## config.mk

```make
export PLATFORM = sky130hd
export DESIGN_NAME = rgb_to_hsv_converter_top
export DESIGN_NICKNAME = d
export VERILOG_FILES = /design/src/sv/rhc_pkg.sv /design/src/sv/rhc_front.sv /design/src/sv/rhc_cell.sv /design/src/sv/rhc_back.sv /design/src/sv/rgb_to_hsv_converter_top.sv
export SDC_FILE = /design/constraint.sdc
export NUM_CORES = 1
export LEC_CHECK = 0
export ABC_AREA = 0
export BUFFER_PORTS_ARGS = -buffer_cell sky130_fd_sc_hd__buf_4
export CORE_ASPECT_RATIO = 1.25
export CORE_UTILIZATION = 29
export CTS_CLUSTER_DIAMETER = 100
export CTS_CLUSTER_SIZE = 12
export DETAILED_ROUTE_END_ITERATION = 6
export PLACE_DENSITY = 0.52
export SLEW_MARGIN = 0
export SYNTH_ARGS = -nofsm -noshare
export SYNTH_HDL_FRONTEND = slang
export SYNTH_HIERARCHICAL = 1
export SYNTH_SLANG_ARGS = --single-unit
```

## constraint.sdc

```tcl
create_clock -name clk -period 82.3 [get_ports clk]
set_input_delay 16.46 -clock clk [delete_from_list [all_inputs] [get_ports clk]]
set_output_delay 16.46 -clock clk [all_outputs]
set_load 0.01 [all_outputs]
```

## src/sv/rhc_pkg.sv

```systemverilog
// Shared widths, constants, types and the divider step for the RGB to HSV converter.
// No dependencies.
package rhc_pkg;

  localparam int COMP_W   = 8;   // bits per colour component
  localparam int HUE_FRAC = 6;   // hue fraction bits (1/64 degree)

  localparam int HUE_W  = HUE_FRAC + 9;
  localparam int DEG60  = 60 << HUE_FRAC;
  localparam int DEG360 = 360 << HUE_FRAC;
  localparam int CMAX   = (1 << COMP_W) - 1;

  // quotient bits: one divider cell per bit
  localparam int HQ_W  = HUE_FRAC + 6;
  localparam int QW    = (COMP_W > HQ_W) ? COMP_W : HQ_W;
  localparam int DIV_W = COMP_W + QW;
  localparam int NCELL = QW;

  localparam int IN_TW   = ((3 * COMP_W + 7) / 8) * 8;
  localparam int OUT_BW  = HUE_W + 2 * COMP_W;
  localparam int OUT_TW  = ((OUT_BW + 7) / 8) * 8;

  // field positions in out_tdata
  localparam int HUE_LSB = 0;
  localparam int SAT_LSB = HUE_W;
  localparam int VAL_LSB = HUE_W + COMP_W;

  localparam logic [HUE_W-1:0] OFS_RED   = '0;
  localparam logic [HUE_W-1:0] OFS_GREEN = HUE_W'(2 * DEG60);
  localparam logic [HUE_W-1:0] OFS_BLUE  = HUE_W'(4 * DEG60);
  localparam logic [HUE_W-1:0] HUE_WRAP  = HUE_W'(DEG360);
  localparam logic [HUE_W-1:0] HUE_LIMIT = HUE_W'(DEG360);

  // partial remainder and shifting dividend/quotient word of one division
  typedef struct packed {
    logic [COMP_W-1:0] rem;
    logic [QW-1:0]     lo;
    logic [COMP_W-1:0] dvs;
  } div_t;

  // per-pixel data carried alongside the divisions
  typedef struct packed {
    logic [COMP_W-1:0] value;
    logic [HUE_W-1:0]  offset;
    logic              neg;
    logic              grey;
  } side_t;

  // one restoring step: bring down the next dividend bit, shift in a quotient bit
  function automatic div_t div_step(div_t d);
    logic [COMP_W:0] t;
    logic [COMP_W:0] diff;
    logic            ge;
    div_t            o;
    t    = {d.rem, d.lo[QW-1]};
    diff = t - {1'b0, d.dvs};
    ge   = (t >= {1'b0, d.dvs});
    o.rem = ge ? diff[COMP_W-1:0] : t[COMP_W-1:0];
    o.lo  = {d.lo[QW-2:0], ge};
    o.dvs = d.dvs;
    return o;
  endfunction

endpackage

```

## src/sv/rhc_front.sv

```systemverilog
// Input stage: max/min, sector choice and the two dividends, registered.
// Depends on rhc_pkg.
module rhc_front import rhc_pkg::*; (
  input  logic              clk,
  input  logic              rst_n,
  input  logic              en,
  input  logic              valid_i,
  input  logic [COMP_W-1:0] red,
  input  logic [COMP_W-1:0] green,
  input  logic [COMP_W-1:0] blue,
  output logic              valid_r,
  output div_t              sat_r,
  output div_t              hue_r,
  output side_t             side_r
);

  logic [COMP_W-1:0] mx, mn, delta, opa, opb, diff;
  logic [HUE_W-1:0]  ofs;
  logic [DIV_W-1:0]  sat_dvd, hue_dvd;
  div_t              sat_nxt, hue_nxt;
  side_t             side_nxt;

  always_comb begin
    mx = (red > green) ? red : green;
    mx = (mx > blue) ? mx : blue;
    mn = (red < green) ? red : green;
    mn = (mn < blue) ? mn : blue;
    delta = mx - mn;

    // red wins ties, then green
    if (red == mx) begin
      opa = green; opb = blue;  ofs = OFS_RED;
    end else if (green == mx) begin
      opa = blue;  opb = red;   ofs = OFS_GREEN;
    end else begin
      opa = red;   opb = green; ofs = OFS_BLUE;
    end
    diff = (opa >= opb) ? (opa - opb) : (opb - opa);

    sat_dvd = DIV_W'(delta) * DIV_W'(CMAX);
    hue_dvd = DIV_W'(diff) * DIV_W'(DEG60);

    // quotient is known to fit QW bits, so the upper part seeds the remainder
    sat_nxt.rem = sat_dvd[DIV_W-1:QW];
    sat_nxt.lo  = sat_dvd[QW-1:0];
    sat_nxt.dvs = mx;
    hue_nxt.rem = hue_dvd[DIV_W-1:QW];
    hue_nxt.lo  = hue_dvd[QW-1:0];
    hue_nxt.dvs = delta;

    side_nxt.value  = mx;
    side_nxt.offset = ofs;
    side_nxt.neg    = (opa < opb);
    side_nxt.grey   = (delta == '0);
  end

  always_ff @(posedge clk) begin
    if (!rst_n) begin
      valid_r <= 1'b0;
    end else if (en) begin
      valid_r <= valid_i;
    end
  end

  always_ff @(posedge clk) begin
    if (en) begin
      sat_r  <= sat_nxt;
      hue_r  <= hue_nxt;
      side_r <= side_nxt;
    end
  end

endmodule

```

## src/sv/rhc_cell.sv

```systemverilog
// Divider cell: one quotient bit of both the saturation and hue divisions.
// Depends on rhc_pkg.
module rhc_cell import rhc_pkg::*; (
  input  logic  clk,
  input  logic  rst_n,
  input  logic  en,
  input  logic  valid_i,
  input  div_t  sat_i,
  input  div_t  hue_i,
  input  side_t side_i,
  output logic  valid_r,
  output div_t  sat_r,
  output div_t  hue_r,
  output side_t side_r
);

  always_ff @(posedge clk) begin
    if (!rst_n) begin
      valid_r <= 1'b0;
    end else if (en) begin
      valid_r <= valid_i;
    end
  end

  always_ff @(posedge clk) begin
    if (en) begin
      sat_r  <= div_step(sat_i);
      hue_r  <= div_step(hue_i);
      side_r <= side_i;
    end
  end

endmodule

```

## src/sv/rhc_back.sv

```systemverilog
// Output stage: sector offset and wrap on the hue quotient, result register.
// Depends on rhc_pkg.
module rhc_back import rhc_pkg::*; (
  input  logic              clk,
  input  logic              rst_n,
  input  logic              en,
  input  logic              valid_i,
  input  logic [QW-1:0]     q_sat,
  input  logic [QW-1:0]     q_hue,
  input  side_t             side_i,
  output logic              valid_r,
  output logic [HUE_W-1:0]  hue_r,
  output logic [COMP_W-1:0] sat_r,
  output logic [COMP_W-1:0] value_r
);

  localparam int SW = ((HUE_W > QW) ? HUE_W : QW) + 2;

  logic [SW-1:0]     q, ofs, sum;
  logic [HUE_W-1:0]  hue_nxt;
  logic [COMP_W-1:0] sat_nxt;

  always_comb begin
    q   = SW'(q_hue);
    ofs = SW'(side_i.offset);
    if (!side_i.neg) begin
      sum = ofs + q;
    end else if (q > ofs) begin
      sum = ofs + SW'(HUE_WRAP) - q;
    end else begin
      sum = ofs - q;
    end
    hue_nxt = side_i.grey ? '0 : sum[HUE_W-1:0];
    sat_nxt = side_i.grey ? '0 : q_sat[COMP_W-1:0];
  end

  always_ff @(posedge clk) begin
    if (!rst_n) begin
      valid_r <= 1'b0;
    end else if (en) begin
      valid_r <= valid_i;
    end
  end

  always_ff @(posedge clk) begin
    if (en) begin
      hue_r   <= hue_nxt;
      sat_r   <= sat_nxt;
      value_r <= side_i.value;
    end
  end

endmodule

```

## src/sv/rgb_to_hsv_converter_top.sv

```systemverilog
// Top level of the RGB to HSV converter: front stage, divider cell row, output stage.
// Depends on rhc_pkg, rhc_front, rhc_cell, rhc_back.
//
// Takes one pixel per clock while the pipeline moves and gives one HSV word per pixel,
// in order (one front stage, a row of 12 divider cells that each settle one quotient
// bit of the saturation and hue divisions, one output register). The row length
// equals the hue quotient width. The whole pipeline moves whenever the output
// register is empty or being read, so in_tready is high exactly then, and a stall at the
// output stops the row without losing a word. Grey and black pixels give hue and
// saturation of zero. Hue is in 1/64 degree, 0 to 23039.
module rgb_to_hsv_converter_top import rhc_pkg::*; (
  input  logic              clk,
  input  logic              rst_n,
  input  logic              in_tvalid,
  output logic              in_tready,
  input  logic [IN_TW-1:0]  in_tdata,   // red [7:0], green [15:8], blue [23:16]
  output logic              out_tvalid,
  input  logic              out_tready,
  output logic [OUT_TW-1:0] out_tdata   // hue [14:0], saturation [22:15], value [30:23]
);

  logic              en;
  logic              vld [NCELL+1];
  div_t              sat [NCELL+1];
  div_t              hue [NCELL+1];
  side_t             side[NCELL+1];
  logic [HUE_W-1:0]  hue_o;
  logic [COMP_W-1:0] sat_o, value_o;

  assign en        = !out_tvalid || out_tready;
  assign in_tready = en;

  rhc_front u_front (
    .clk     (clk),
    .rst_n   (rst_n),
    .en      (en),
    .valid_i (in_tvalid),
    .red     (in_tdata[COMP_W-1:0]),
    .green   (in_tdata[2*COMP_W-1:COMP_W]),
    .blue    (in_tdata[3*COMP_W-1:2*COMP_W]),
    .valid_r (vld[0]),
    .sat_r   (sat[0]),
    .hue_r   (hue[0]),
    .side_r  (side[0])
  );

  for (genvar i = 0; i < NCELL; i++) begin : g_cell
    rhc_cell u_cell (
      .clk     (clk),
      .rst_n   (rst_n),
      .en      (en),
      .valid_i (vld[i]),
      .sat_i   (sat[i]),
      .hue_i   (hue[i]),
      .side_i  (side[i]),
      .valid_r (vld[i+1]),
      .sat_r   (sat[i+1]),
      .hue_r   (hue[i+1]),
      .side_r  (side[i+1])
    );
  end

  rhc_back u_back (
    .clk     (clk),
    .rst_n   (rst_n),
    .en      (en),
    .valid_i (vld[NCELL]),
    .q_sat   (sat[NCELL].lo),
    .q_hue   (hue[NCELL].lo),
    .side_i  (side[NCELL]),
    .valid_r (out_tvalid),
    .hue_r   (hue_o),
    .sat_r   (sat_o),
    .value_r (value_o)
  );

  assign out_tdata = OUT_TW'({value_o, sat_o, hue_o});

endmodule

```

==> metrics.md <==
| Metric | Value |
|---|---|
| RSZ-0062 raised after global routing | `no` |
| Worst slew pin tran | `1.14 ns` |
| Vias in the first global route | `approximately 26000` |
| Synthesized area | `roughly 0.048 mm2` |
| Slew Viols, Final | `0` |
| WP data required | `about 66 ns` |
| Die Wd | `approximately 370 um` |
| I/O Buffers | `60` |
| Synthesis warning total | `6` |
| Max_slew headroom | `between 20% and 30%` |
| Wire length per cell | `roughly 14 um` |
| Pin count of the biggest net entering global routing | `210` |
| Fin. Hold Viols | `0` |
| CTS H-Tree Depth | `3` |
| DR vias | `25306` |
| Final setup TNS | `0 ns` |
| Sink Count | `991` |
| Critical path class | `input pin to output port` |
| I/O pin cnt | `62` |
| Hold_sp | `g_cell[1].u_cell/side_r[16]` |
| Die Height | `approximately 460 um` |
| Cells after Synth | `3413` |
| Finish-stage setup viols | `0` |
| Multi-input logic area | `0.0169 mm2` |
| Diodes inserted | `0` |
| # Post-CTS Setup Buffers | `0` |
| CTS Buf Count | `93` |
| Worst setup EP type | `output port` |
| CTS tree | `done` |
| CP Data Arrival Time | `approximately 17 ns` |
| Drc violations | `0` |
| CTS-repair resized insts | `0` |
| Clock skew | `roughly 0.043 ns` |
| First-pass GRT wire length | `~130000 um` |
| Worst-Skew Late Latency | `roughly 0.70 ns` |
| # hold bufs at CTS | `0` |
| Clock-pin slew on the worst setup and hold paths | `approximately 0.06 ns` |
| Row cnt | `approximately 170` |
| Most common cell after layout, fill and taps aside | `edfxtp_1` |
| Detailed Routing Iterations Pass 1 | `5` |
| Worst R2R Start | `u_back/valid_r` |
| Achievable Freq | `just under 30 MHz` |
| Post-DP HPWL | `between 50000 and 60000 um` |
| Gpl congestion | `between 0.8 and 0.9` |
| 1st-iter DRT viols | `about 1200` |
| Filler cells | `16243` |
| Commonest non-fill, non-tap cells in the layout | `edfxtp_1 (977), inv_1 (400), ha_1 (332)` |
| Core area | `around 0.17 mm2` |
| Synth-to-Final Area Change | `11.4%` |
| Post-DRT Antenna Nets | `0` |
| Period utilization | `roughly two fifths` |
| Die ar. | `approximately 0.17 mm2` |
| Grt ovf | `0` |
| Crit path max fanout | `56` |
| Max Buffers Root-to-Sink | `3` |
| HP Class | `flip-flop to flip-flop` |
| Initial antenna violation count | `0` |
| Vias per std cell | `~4.4` |
| Final WL | `~78000 um` |
| Tmin final | `roughly 34 ns` |
| CP startpoint kind | `input pin` |
| Global-route usage over all layers | `between 9 and 10%` |
| Nets@finish | `just under 4000` |
| MaxCap Viol Count | `0` |
| Critical Path Source | `out_tready` |
| Post-synthesis average cell area | `roughly 14 um2` |
| Starting Density | `roughly 30%` |
| Clock Root Buffer | `clkbuf_16` |
| Register Area | `approximately 0.030 mm2` |
| Fraction of layout cells with a size suffix above 1 | `a little under an eighth` |
| Status | `finished clean` |
sequential cells by signal, summed over array words and instances, names as in the netlist:
name                   flops
u_back/sat_r               8
u_front/hue_r             19
u_front/sat_r             16
g_cell.u_cell/valid_r     12
u_back/valid_r             1
u_back/value_r             8
u_front/side_r            13
g_cell.u_cell/side_r     300
g_cell.u_cell/sat_r      278
u_front/valid_r            1
u_back/hue_r              15
g_cell.u_cell/hue_r      320
stage by stage:
step                      instance area (um2)  setup WS [ns]  cells  util [%]  hold WS [ns]
after floorplan                         48600          25.61   3434         -         0.400
after global placement                  51400          48.39   5621      31.0         0.400
after detailed placement                51400          48.37   5621      31.0         0.405
after CTS                               54000          48.37   5742      32.5         0.368
after global routing                    54000          48.32   5742      32.5         0.380
final                                   54000          48.44   5742      32.5         0.375
per-layer routing:
metal	share of wire, %	up-vias	global-route usage, %	wire [um]
li1	-	12711	-	-
met4	2.5	0	3.30	1940
met2	52	289	16.8	40200
met3	3.4	130	1.67	2630
met5	0	-	0	0
met1	43	12176	10.6	33300
worst paths after layout:
kind,slack [ns],cells past startpoint,endpoint
min reg2reg,0.37,0,g_cell[2].u_cell/side_r[16]
max reg2reg,77.10,7,g_cell[3].u_cell/valid_r
max,48.44,3,in_tready
min,0.37,0,g_cell[2].u_cell/side_r[16]
critical path, stage by stage:
cell	delay (ns)
buf_4	0.11
nand2b_4	0.47
buf_4	0.35
area by class of cell:
cell class	instances	area share, %
Multi-Input combinational cell	1947	31.3
Sequential cell	991	54.9
Clock inverter	9	0.292
Inverter	413	2.88
Timing Repair Buffer	73	1.06
Tap cell	2197	5.09
Clock buffer	112	4.48
Power is not shown: default switching activity piles up to over one toggle a cycle in this logic, so the estimate is an artifact.
